==> src/hw/rtl/assert_macros.svh <==
// ----------------------------------------------------------------------------
// assert_macros.svh
// shared concurrent assertion macros, clocked and reset-gated
// ----------------------------------------------------------------------------
`ifndef ASSERT_MACROS_SVH
`define ASSERT_MACROS_SVH

// property must hold at every rising edge outside reset
`define ASSERT_AT(lbl, clk, rst_n, prop, msg) \
  lbl: assert property (@(posedge clk) disable iff (!rst_n) (prop)) else $error(msg);

// property must never hold at a rising edge outside reset
`define ASSERT_NEVER(lbl, clk, rst_n, prop, msg) \
  lbl: assert property (@(posedge clk) disable iff (!rst_n) !(prop)) else $error(msg);

`endif

==> src/hw/rtl/gtt_pkg.sv <==
// ----------------------------------------------------------------------------
// gtt_pkg
// types and constants of the grammar text tokenizer
// ----------------------------------------------------------------------------
package gtt_pkg;

  localparam int unsigned CharW    = 8;
  localparam int unsigned OutPosW  = 16;
  localparam int unsigned InDataW  = CharW;
  localparam int unsigned InUserW  = 1;
  localparam int unsigned OutDataW = CharW + 2 * OutPosW;
  localparam int unsigned KindW    = 4;

  localparam logic [CharW-1:0] ChColon   = 8'h3A;
  localparam logic [CharW-1:0] ChBar     = 8'h7C;
  localparam logic [CharW-1:0] ChSemi    = 8'h3B;
  localparam logic [CharW-1:0] ChHash    = 8'h23;
  localparam logic [CharW-1:0] ChUscore  = 8'h5F;
  localparam logic [CharW-1:0] ChQuote   = 8'h27;
  localparam logic [CharW-1:0] ChSpace   = 8'h20;
  localparam logic [CharW-1:0] ChTab     = 8'h09;
  localparam logic [CharW-1:0] ChNewline = 8'h0A;

  typedef enum logic [2:0] {
    ModeBetween = 3'd0,
    ModeName    = 3'd1,
    ModeString  = 3'd2,
    ModeComment = 3'd3,
    ModeEnded   = 3'd4
  } mode_e;

  typedef enum logic [KindW-1:0] {
    KindNameCh     = 4'd0,
    KindNameEnd    = 4'd1,
    KindStrCh      = 4'd2,
    KindStrEnd     = 4'd3,
    KindColon      = 4'd4,
    KindBar        = 4'd5,
    KindSemi       = 4'd6,
    KindNewline    = 4'd7,
    KindEnd        = 4'd8,
    KindUnterm     = 4'd9,
    KindEmpty      = 4'd10,
    KindUnexpected = 4'd11
  } kind_e;

  typedef struct packed {
    kind_e              kind;
    logic [CharW-1:0]   chr;
    logic [OutPosW-1:0] row;
    logic [OutPosW-1:0] col;
    logic               last;
  } res_t;

  function automatic logic is_letter(input logic [CharW-1:0] b);
    return (b >= 8'h61 && b <= 8'h7A) || (b >= 8'h41 && b <= 8'h5A) || (b == ChUscore);
  endfunction

  function automatic logic is_blank(input logic [CharW-1:0] b);
    return (b == ChSpace) || (b == ChTab);
  endfunction

endpackage

==> src/hw/rtl/grammar_text_tokenizer_top.sv <==
// ----------------------------------------------------------------------------
// grammar_text_tokenizer_top
// streaming tokenizer: one text byte per request in, token events out
// ----------------------------------------------------------------------------
//
//  channel   dir  tdata                        tuser         tlast
//  s_axis    in   ch[7:0]                      at_end[0]     -
//  m_axis    out  char_out, token_row, col     kind[3:0]     last
//
//  - one input request is taken per cycle while s_axis_tready_o is high; its
//    events are written into a four-entry result queue at the same edge
//  - a request yields zero, one or two events; the queue drains one per
//    cycle while m_axis_tready_i is high, so only two-event requests (name end
//    plus next token, or end of input inside a name or string) can fill it faster
//  - s_axis_tready_o is high while the queue has room for two events,
//    so an accepted request never overfills the queue
//  - asynchronous active-low reset clears scan state, positions and queue
//  - after the end-of-input request every further request is taken and dropped
`include "assert_macros.svh"

module grammar_text_tokenizer_top #(
  parameter int unsigned POSITION_BITS = 16
) (
  input  logic                          clk_i,
  input  logic                          rst_ni,
  // input stream
  input  logic                          s_axis_tvalid_i,
  output logic                          s_axis_tready_o,
  input  logic [gtt_pkg::InDataW-1:0]   s_axis_tdata_i,   // [7:0] ch
  input  logic [gtt_pkg::InUserW-1:0]   s_axis_tuser_i,   // [0] at_end
  // event stream
  output logic                          m_axis_tvalid_o,
  input  logic                          m_axis_tready_i,
  output logic [gtt_pkg::OutDataW-1:0]  m_axis_tdata_o,   // [7:0] char_out,
                                                          // [23:8] token_row,
                                                          // [39:24] token_col
  output logic [gtt_pkg::KindW-1:0]     m_axis_tuser_o,   // [3:0] kind
  output logic                          m_axis_tlast_o    // last event of request
);
  import gtt_pkg::*;

  localparam int unsigned QDepth = 4;
  localparam int unsigned QPtrW  = $clog2(QDepth);
  localparam int unsigned QCntW  = $clog2(QDepth + 1);
  localparam logic [POSITION_BITS-1:0] PosMax = '1;

  // scan state
  mode_e                    mode_q, mode_d;
  logic                     prev_nl_q, prev_nl_d;
  logic                     prev_blank_q, prev_blank_d;
  logic                     has_text_q, has_text_d;
  logic [POSITION_BITS-1:0] cur_row_q, cur_row_d, cur_col_q, cur_col_d;
  logic [POSITION_BITS-1:0] start_row_q, start_row_d, start_col_q, start_col_d;

  // positions clipped to the event width
  logic [OutPosW-1:0] cur_row_o, cur_col_o, start_row_o, start_col_o;

  generate
    if (POSITION_BITS > OutPosW) begin : g_clip
      localparam logic [POSITION_BITS-1:0] ClipMax = POSITION_BITS'(16'hFFFF);
      assign cur_row_o   = (cur_row_q   > ClipMax) ? '1 : cur_row_q[OutPosW-1:0];
      assign cur_col_o   = (cur_col_q   > ClipMax) ? '1 : cur_col_q[OutPosW-1:0];
      assign start_row_o = (start_row_q > ClipMax) ? '1 : start_row_q[OutPosW-1:0];
      assign start_col_o = (start_col_q > ClipMax) ? '1 : start_col_q[OutPosW-1:0];
    end else begin : g_ext
      assign cur_row_o   = OutPosW'(cur_row_q);
      assign cur_col_o   = OutPosW'(cur_col_q);
      assign start_row_o = OutPosW'(start_row_q);
      assign start_col_o = OutPosW'(start_col_q);
    end
  endgenerate

  // handshakes
  logic             in_acc, out_pop;
  logic [CharW-1:0] b;
  logic             at_end;
  logic [QCntW-1:0] cnt_q, cnt_d;

  assign b       = s_axis_tdata_i[CharW-1:0];
  assign at_end  = s_axis_tuser_i[0];
  assign s_axis_tready_o = (cnt_q <= QCntW'(QDepth - 2));
  assign in_acc  = s_axis_tvalid_i && s_axis_tready_o;
  assign out_pop = m_axis_tvalid_o && m_axis_tready_i;

  // start of a new token from the between-tokens state
  logic  bt_emit;
  res_t  bt_res;
  mode_e bt_mode;
  logic  bt_load_start;
  logic  bt_clr_text;

  always_comb begin
    bt_emit       = 1'b0;
    bt_res        = '{kind: KindUnexpected, chr: '0, row: cur_row_o, col: cur_col_o,
                      last: 1'b0};
    bt_mode       = ModeBetween;
    bt_load_start = 1'b0;
    bt_clr_text   = 1'b0;
    if (is_blank(b)) begin
      bt_emit = 1'b0;
    end else if (b == ChNewline) begin
      // a newline run reports once
      bt_emit     = !prev_nl_q;
      bt_res.kind = KindNewline;
    end else if (b == ChHash) begin
      bt_mode = ModeComment;
    end else if (is_letter(b)) begin
      bt_mode       = ModeName;
      bt_load_start = 1'b1;
      bt_emit       = 1'b1;
      bt_res.kind   = KindNameCh;
      bt_res.chr    = b;
    end else if (b == ChColon) begin
      bt_emit     = 1'b1;
      bt_res.kind = KindColon;
    end else if (b == ChBar) begin
      bt_emit     = 1'b1;
      bt_res.kind = KindBar;
    end else if (b == ChSemi) begin
      bt_emit     = 1'b1;
      bt_res.kind = KindSemi;
    end else if (b == ChQuote) begin
      bt_mode       = ModeString;
      bt_load_start = 1'b1;
      bt_clr_text   = 1'b1;
    end else begin
      // byte that opens no token
      bt_emit = 1'b1;
    end
  end

  // per-request events and next scan state
  res_t       ev0, ev1;
  logic [1:0] n_ev;
  res_t       at_start, at_cur;

  always_comb begin
    at_start = '{kind: KindNameEnd, chr: '0, row: start_row_o, col: start_col_o, last: 1'b0};
    at_cur   = '{kind: KindEnd, chr: '0, row: cur_row_o, col: cur_col_o, last: 1'b0};
    ev0          = at_cur;
    ev1          = at_cur;
    n_ev         = 2'd0;
    mode_d       = mode_q;
    prev_nl_d    = prev_nl_q;
    prev_blank_d = prev_blank_q;
    has_text_d   = has_text_q;
    cur_row_d    = cur_row_q;
    cur_col_d    = cur_col_q;
    start_row_d  = start_row_q;
    start_col_d  = start_col_q;

    if (in_acc && mode_q != ModeEnded) begin
      if (at_end) begin
        // close an open name or string, then report end of input
        mode_d = ModeEnded;
        case (mode_q)
          ModeName: begin
            ev0  = at_start;
            n_ev = 2'd2;
          end
          ModeString: begin
            ev0      = at_start;
            ev0.kind = KindUnterm;
            n_ev     = 2'd2;
          end
          default: begin
            ev0  = at_cur;
            n_ev = 2'd1;
          end
        endcase
      end else begin
        case (mode_q)
          ModeName: begin
            if (is_letter(b)) begin
              ev0      = at_start;
              ev0.kind = KindNameCh;
              ev0.chr  = b;
              n_ev     = 2'd1;
            end else begin
              // name end, then the byte starts the next token
              ev0    = at_start;
              ev1    = bt_res;
              n_ev   = bt_emit ? 2'd2 : 2'd1;
              mode_d = bt_mode;
              if (bt_load_start) begin
                start_row_d = cur_row_q;
                start_col_d = cur_col_q;
              end
              if (bt_clr_text) begin
                has_text_d = 1'b0;
              end
            end
          end
          ModeString: begin
            ev0      = at_start;
            ev0.kind = KindStrCh;
            ev0.chr  = b;
            if (b == ChQuote) begin
              ev0.kind = has_text_q ? KindStrEnd : KindEmpty;
              ev0.chr  = '0;
              n_ev     = 2'd1;
              mode_d   = ModeBetween;
            end else if (is_blank(b)) begin
              // blank run kept as one space
              ev0.chr = ChSpace;
              if (!prev_blank_q) begin
                n_ev       = 2'd1;
                has_text_d = 1'b1;
              end
            end else if (b == ChNewline) begin
              if (!prev_nl_q) begin
                n_ev       = 2'd1;
                has_text_d = 1'b1;
              end
            end else begin
              n_ev       = 2'd1;
              has_text_d = 1'b1;
            end
          end
          ModeComment: begin
            if (b == ChNewline) begin
              ev0      = at_cur;
              ev0.kind = KindNewline;
              n_ev     = 2'd1;
              mode_d   = ModeBetween;
            end
          end
          default: begin
            ev0    = bt_res;
            n_ev   = bt_emit ? 2'd1 : 2'd0;
            mode_d = bt_mode;
            if (bt_load_start) begin
              start_row_d = cur_row_q;
              start_col_d = cur_col_q;
            end
            if (bt_clr_text) begin
              has_text_d = 1'b0;
            end
          end
        endcase

        // position tracking, saturating
        prev_nl_d    = (b == ChNewline);
        prev_blank_d = is_blank(b);
        if (b == ChNewline) begin
          if (cur_row_q != PosMax) begin
            cur_row_d = cur_row_q + POSITION_BITS'(1);
          end
          cur_col_d = '0;
        end else if (cur_col_q != PosMax) begin
          cur_col_d = cur_col_q + POSITION_BITS'(1);
        end
      end
    end

    ev0.last = (n_ev == 2'd1);
    ev1.last = 1'b1;
  end

  always_ff @(posedge clk_i or negedge rst_ni) begin
    if (!rst_ni) begin
      mode_q       <= ModeBetween;
      prev_nl_q    <= 1'b0;
      prev_blank_q <= 1'b0;
      has_text_q   <= 1'b0;
      cur_row_q    <= '0;
      cur_col_q    <= '0;
      start_row_q  <= '0;
      start_col_q  <= '0;
    end else begin
      mode_q       <= mode_d;
      prev_nl_q    <= prev_nl_d;
      prev_blank_q <= prev_blank_d;
      has_text_q   <= has_text_d;
      cur_row_q    <= cur_row_d;
      cur_col_q    <= cur_col_d;
      start_row_q  <= start_row_d;
      start_col_q  <= start_col_d;
    end
  end

  // result queue: up to two writes, one read per cycle
  res_t             q_mem [QDepth];
  logic [QPtrW-1:0] wr_ptr_q, rd_ptr_q;
  res_t             head;

  assign cnt_d = cnt_q + QCntW'(n_ev) - QCntW'(out_pop);

  always_ff @(posedge clk_i or negedge rst_ni) begin
    if (!rst_ni) begin
      wr_ptr_q <= '0;
      rd_ptr_q <= '0;
      cnt_q    <= '0;
    end else begin
      wr_ptr_q <= wr_ptr_q + QPtrW'(n_ev);
      rd_ptr_q <= rd_ptr_q + QPtrW'(out_pop);
      cnt_q    <= cnt_d;
    end
  end

  always_ff @(posedge clk_i) begin
    if (n_ev != 2'd0) begin
      q_mem[wr_ptr_q] <= ev0;
    end
    if (n_ev == 2'd2) begin
      q_mem[wr_ptr_q + QPtrW'(1)] <= ev1;
    end
  end

  assign head            = q_mem[rd_ptr_q];
  assign m_axis_tvalid_o = (cnt_q != '0);
  assign m_axis_tdata_o  = {head.col, head.row, head.chr};
  assign m_axis_tuser_o  = head.kind;
  assign m_axis_tlast_o  = head.last;

  // checks
  `ASSERT_AT(a_q_bound, clk_i, rst_ni, cnt_q <= QCntW'(QDepth), "result queue overfilled")
  `ASSERT_AT(a_end_sticky, clk_i, rst_ni, (mode_q == ModeEnded) |=> (mode_q == ModeEnded), "scanner left ended state")
  `ASSERT_NEVER(a_end_last, clk_i, rst_ni, m_axis_tvalid_o && (head.kind == KindEnd) && !head.last, "end event not last of request")
  `ASSERT_NEVER(a_ended_silent, clk_i, rst_ni, (mode_q == ModeEnded) && (n_ev != 2'd0), "event after end of input")

endmodule
==> config.mk <==
export PLATFORM = sky130hd
export DESIGN_NAME = grammar_text_tokenizer_top
export DESIGN_NICKNAME = d
export VERILOG_FILES = /design/src/hw/rtl/gtt_pkg.sv /design/src/hw/rtl/grammar_text_tokenizer_top.sv
export VERILOG_INCLUDE_DIRS = /design/src /design/src/hw/rtl
export SDC_FILE = /design/constraint.sdc
export NUM_CORES = 1
export LEC_CHECK = 0
export BUFFER_PORTS_ARGS = -buffer_cell sky130_fd_sc_hd__clkbuf_2
export CAP_MARGIN = 20
export CORE_MARGIN = 3
export CORE_UTILIZATION = 62
export CTS_BUF_LIST = sky130_fd_sc_hd__clkbuf_16
export DETAILED_ROUTE_END_ITERATION = 10
export HOLD_SLACK_MARGIN = 0.05
export PLACE_DENSITY = 0.8
export SLEW_MARGIN = 20
export SYNTH_ARGS = -nofsm -noshare
export SYNTH_HDL_FRONTEND = slang
export SYNTH_SLANG_ARGS = --single-unit
==> constraint.sdc <==
create_clock -name clk_i -period 5.3 [get_ports clk_i]
set_input_delay 1.06 -clock clk_i [delete_from_list [all_inputs] [get_ports clk_i]]
set_output_delay 1.06 -clock clk_i [all_outputs]
set_load 0.005 [all_outputs]
==> impl_results.md, run 1 <==
* Reg area at 7300 um^2
* Synth Instances at just over 900
* Pwr dens at 429 nW/um^2
* # rows at 51
* Commonest cells post-synth: edfxtp_1, a22o_1, nor2_1
* ANT cells at 0
* Largest net degree at the start of global routing at between 70 and 80
* Post-place setup slack at 893 ps
* Register bit total from synthesis at 257
* Die height at 148 um
* Status: finished clean
* Placed cell area at 13100 um^2
* Gr usage total at 0.273
* Dpl hpwl at about 18 mm
* Post-CTS Hold Buffers at 0
* Initial antenna violation count at 0
* IO buf count at just under 60
* Mapped Area at approximately 13000 um^2
* Share of cells above drive strength 1 at 0.242
* Syn Area/Cell at 13.5 um^2
* RSZ-0062 raised after global routing: no
* Via count at 8504
* Crit path DAT at approximately 4200 ps
* Number of synthesized flops with an enable pin at 176
* Critical path type: in2reg
* Initial DRC count at around 920
* Seq/Total Area, Yosys at 0.580
* Core Util, Final at 0.707
* Yosys top cell by area: edfxtp_1
* Largest buffer count on any clock path at 3
* Fillers at 1324
* DR WL/cell at approximately 24 um
* Final worst setup slack at 1390 ps
* CP startpoint kind: input port
* Syn_nets at between 900 and 1000
* Vias in the first global route at slightly above 8000
* Final wirelength at 30.0 mm
* CP required at 5570 ps
* Clk sinks at around 260
* Post-synth top area share at 0.420
* Most common cell in the synthesized netlist: edfxtp_1
* Achievable Freq at 0.256 GHz
* Die width at 148 um
* Slew @ Worst Pin at 965 ps
* Cts repair resizes at 0
* Slew headroom at 0.356
* H-tree depth at 1
* Asr flop ratio synth at 0.300
* Cell area after layout at roughly 14000 um^2
* Leak at 5.26 nW
* Initial core utilization at 0.638
* Die area at 22000 um^2
* Final slew viol count at 0
* Peak supply drop at slightly below 0.3 mV
* Synth area leaders: edfxtp_1, dfrtp_1, a22o_1, mux4_2, mux2_2
* First-pass GRT wire length at between 40 and 50 mm
* Main flop type after synthesis: edfxtp_1
* Num CTS Buffers at 27
* Tot Pwr at 5.97 mW
* Distinct cells, synth at 68
* Post-route ant nets at 0
* Critical Path Sink Type: flop
* Global route total overflow at 0
* Final Skew at 13.8 ps
* TritonCTS clock tree: done
* Final Cycle Share at 0.737
* Area of the core at 19700 um^2
* Final hold vios at 0
* Placer Congestion at 0.908
* Clock latency at the later pin of the worst-skew pair at 530 ps
* DRC viols at 0
* # setup viols final at 0
* Worst Hold Class: in2async
* Area growth, synth to finish at 10.7%
* Maximum fanout along the worst path at 30
* CTS root buffer: clkbuf_16
* First-pass DRT Iterations at 6
* Setup bufs post-CTS at 0
* Clock transition at path regs at 60 ps
* Setup TNS Final at 0 ps
* Num ports at 60
* Max_cap viols at 0
* Vias per cell at approximately 6.8
* Layout Nets at between 900 and 1000
* Multi-input gate area at 4850 um^2
* Min Clock Period, post-route at 3910 ps
* Ys Warns at 0
-- report_power, final --
group	leakage [nW]	switching (mW)	internal [mW]
combinational	2.11	0.767	0.705
clock	0.450	0.755	1.07
sequential	2.69	0.302	2.37
total	5.26	1.82	4.15
-- sequential cells by signal (all words and copies together), names as in the netlist --
register / cells
cnt_q: 3
cur_col_o: 16
cur_row_o: 16
has_text_q: 1
mode_q: 3
prev_blank_q: 1
prev_nl_q: 1
q_mem: 180
rd_ptr_q: 2
start_col_o: 16
start_row_o: 16
wr_ptr_q: 2
-- per-layer routing --
metal,up-vias,part of all wire,track usage
met4,0,0.027,0.0785
li1,3696,-,-
met1,4266,0.38,0.381
met3,63,0.085,0.0335
met5,-,0,0
met2,479,0.51,0.461
-- cell families after synthesis --
logic type / after synthesis / share of synthesized area
XOR/XNOR: 32 / 0.0223
flip-flops: 257 / 0.580
AND/OR/NAND/NOR: 237 / 0.0953
multiplexers: 86 / 0.117
AO/OA/AOI/OAI: 215 / 0.139
adder cells (fa/ha/maj): 8 / 0.00855
buffers and inverters: 99 / 0.0384
-- critical path, stage by stage --
cell,delay (ps)
clkbuf_2,180
or3b_1,420
a2111oi_1,500
nand2_1,100
nand3_1,110
and3_1,180
or3_1,160
inv_2,120
o21ai_2,540
nand2_2,450
buf_12,320
-- placed cells by master (no fill, tap or decap), drive strengths merged, types with 2 or more instances in the layout --
cell | Yosys | layout
edfxtp | 176 | 176
a22o | 123 | 123
clkbuf | 45 | 85
nor2 | 84 | 84
dfrtp | 77 | 77
nand2 | 51 | 51
mux4 | 45 | 45
mux2 | 34 | 34
buf | 38 | 27
nand3 | 26 | 26
o21ai | 25 | 25
inv | 16 | 25
xor2 | 18 | 18
a21oi | 17 | 17
nor3 | 17 | 17
xnor2 | 14 | 14
o22ai | 12 | 12
nand4 | 12 | 12
or3 | 10 | 10
clkinv | 0 | 10
mux2i | 7 | 7
ha | 7 | 7
nand2b | 6 | 6
o31ai | 6 | 6
a31oi | 5 | 5
o211ai | 5 | 5
or2 | 5 | 5
and3 | 4 | 4
dfxtp | 4 | 4
and4 | 4 | 4
a22oi | 4 | 4
nor3b | 3 | 3
nor2b | 3 | 3
a211oi | 3 | 3
o21a | 3 | 3
bufinv | 0 | 3
and2 | 3 | 3
nand4b | 2 | 2
a21o | 2 | 2
-- area by class of cell --
type,count,area share
clock inverters,22,0.0127
clock buffers,27,0.0485
well taps,265,0.0238
multi-input cells,578,0.348
inverters,16,0.00431
repair buffers,85,0.0386
flip-flops and latches,257,0.524
-- through the flow --
step / hold slack [ps] / cells
2_1_floorplan: 450 / 934
3_3_place_gp: 469 / 1200
3_5_place_dp: 476 / 1200
4_1_cts: 489 / 1249
5_1_grt: 476 / 1250
6_report: 469 / 1250
-- worst paths after layout --
path                                   start           end  slack [ps]  cells after the start
setup / recovery           s_axis_tdata_i[0]  q_mem[2][42]        1390                     11
hold / removal                        rst_ni  cur_row_o[0]         470                      1
setup reg to reg                   mode_q[1]  q_mem[0][29]        1540                      9
hold reg to reg                 prev_blank_q  prev_blank_q         480                      2
max in group asynchronous             rst_ni   rd_ptr_q[0]        4220                      2
min in group clk_i              prev_blank_q  prev_blank_q         480                      2
Note: power is estimated with default switching activity, not from simulation.
==> run 2, diff against run 1 <==
clock period = 3.7 ns   (was 5.3 ns; I/O delays follow)
==> run 2 against run 1 <==
Against the previous run:
- sequential power rose by 38%
- register-to-register slack worse by 1000 ps
- final cell count increased by 2.2%
- sequential share of layout area is 0.81 points lower
- final area up 1.6%
- critical path depth increased by 1
- wire length is 1.0% lower
- largest power group unchanged
- flip-flop and latch count stayed put
- die area unchanged
==> impl_results.md, run 2 (synthesis gave the netlist of run 1 again) <==
* Status: finished clean
* Max reg flops at 180 (unchanged)
* ANT cells at 0 (unchanged)
* Worst path cell trace: nand2b_1 > nor3b_1 > nor4_1 > o31ai_1 > or3_1 > ha_1 > inv_1 > ha_1 > inv_1 > fa_1 > xor2_1 > xnor2_1
* Most frequent cells in the layout: edfxtp_1, a22o_1, nor2_1, dfrtp_1, clkbuf_2
* Max_cap viols at 0 (unchanged)
* Clock latency at the later pin of the worst-skew pair at 540 ps (about the same)
* Area of the core at 19700 um^2 (unchanged)
* Initial core utilization at 0.638 (unchanged)
* IO buf count at 59 (unchanged)
* Fillers at 1290 (-2.6%)
* Final wirelength at 29.7 mm (-1.0%)
* CTS root buffer: clkbuf_16
* Cell family with most CP delay: simple AND/OR/NAND/NOR gates
* # setup viols final at 0 (unchanged)
* Final slew viol count at 0 (unchanged)
* Die height at 148 um (unchanged)
* Slowest stage delay, CP at 500 ps (-40 ps)
* FF-to-FF path depth at 12 (+3)
* Crit path max-delay cell type: dfrtp_1
* Placer Congestion at 0.895 (-1.4%)
* Multi-input gate area at 4880 um^2 (+0.52%)
* First-pass DRT Iterations at 5 (-1)
* Initial antenna violation count at 0 (unchanged)
* Slew headroom at 0.509 (+0.153)
* Post-route ant nets at 0 (unchanged)
* Share of cells above drive strength 1 at 0.262 (+0.0202)
* Final Skew at 15.8 ps (+2.00 ps)
* CP bufs+invs at 2 (-1)
* Maximum fanout along the worst path at 10 (-67%)
* WP depth at 12 (+1)
* Peak supply drop at 0.377 mV (+26%)
* Num CTS Buffers at 26 (-3.7%)
* Setup bufs post-CTS at 0 (unchanged)
* Largest net degree at the start of global routing at 78 (unchanged)
* Slew @ Worst Pin at 736 ps (-229 ps)
* Reg area at 7300 um^2 (unchanged)
* First-pass GRT wire length at 47.6 mm (+1.8%)
* Cts repair resizes at 0 (unchanged)
* Dpl hpwl at 18.6 mm (+1.6%)
* TritonCTS clock tree: done
* Final Cycle Share at 0.857
* Die area at 22000 um^2 (unchanged)
* Area growth, synth to finish at 12.5%
* CP required at 4120 ps (-1450 ps)
* Min Clock Period, post-route at 3170 ps
* Die width at 148 um (unchanged)
* Vias in the first global route at 8657 (+4.4%)
* Most common cell after layout, fill and taps aside: edfxtp_1
* Post-place setup slack at 99.8 ps (-793 ps)
* Leak at 5.35 nW (+1.7%)
* DR WL/cell at 23.3 um (-3.1%)
* Worst hold slack at 247 ps (-222 ps)
* Gr usage total at 0.277 (+0.00375)
* Critical Path Sink Type: flop
* Num ports at 60 (unchanged)
* RSZ-0062 raised after global routing: no
* Clock transition at path regs at 60 ps (about the same)
* Achievable Freq at 0.316 GHz
* Top reg by flops: q_mem
* Largest buffer count on any clock path at 3 (unchanged)
* H-tree depth at 1 (unchanged)
* Final hold vios at 0 (unchanged)
* Final worst setup slack at 531 ps (-860 ps)
* Post-CTS Hold Buffers at 0 (unchanged)
* CP startpoint kind: flop
* # rows at 51 (unchanged)
* Crit path DAT at 3590 ps (-590 ps)
* Pwr dens at 592 nW/um^2 (+38%)
* Global route total overflow at 0 (unchanged)
* Layout Nets at 1013 (+2.7%)
* Vias per cell at 6.67 (-1.9%)
* Initial DRC count at 898 (-2.7%)
* Critical path type: reg2reg
* DRC viols at 0 (unchanged)
* Clk sinks at 257 (unchanged)
* Via count at 8520 (+0.19%)
* Setup TNS Final at 0 ps (unchanged)
* Worst Hold Class: in2async
[run 2: metrics by stage]
step	utilization	power, mW	instances	area (um^2)
floorplan	-	5.17	934	12600
global placement	0.679	6.05	1229	13400
detailed placement	0.679	6.10	1229	13400
CTS	0.718	8.43	1277	14100
global route	0.718	8.78	1277	14200
finish	0.718	8.39	1277	14200
[run 2: final timing paths]
| check | start | endpoint | slack (ps) |
|---|---|---|---|
| worst min-delay path | rst_ni | start_col_o[10] | 250 |
| worst min register to register | prev_blank_q | prev_blank_q | 490 |
| worst max-delay path | mode_q[2] | cnt_q[2] | 530 |
| worst max register to register | mode_q[2] | cnt_q[2] | 530 |
| min in group clk_i | prev_blank_q | prev_blank_q | 490 |
| max in group asynchronous | rst_ni | rd_ptr_q[0] | 2900 |
[run 2: layer usage]
metal / GRT usage / up-vias / wire length (um)
met3: 0.0350 / 68 / 2400
met2: 0.473 / 444 / 15100
met4: 0.102 / 0 / 845
li1: - / 3735 / -
met5: 0 / - / 0
met1: 0.369 / 4273 / 11300
[run 2: final cells by class]
class                   instances  area share
clock buffers                  26      0.0460
inverters                      16     0.00495
repair buffers                113      0.0579
flip-flops and latches        257       0.516
clock inverters                22     0.00743
well taps                     265      0.0234
multi-input cells             578       0.345
[run 2: report_power, final]
group / internal [mW] / switching, mW
logic: 1.10 / 1.25
registers: 3.40 / 0.299
clock network: 1.27 / 1.06
total: 5.78 / 2.61
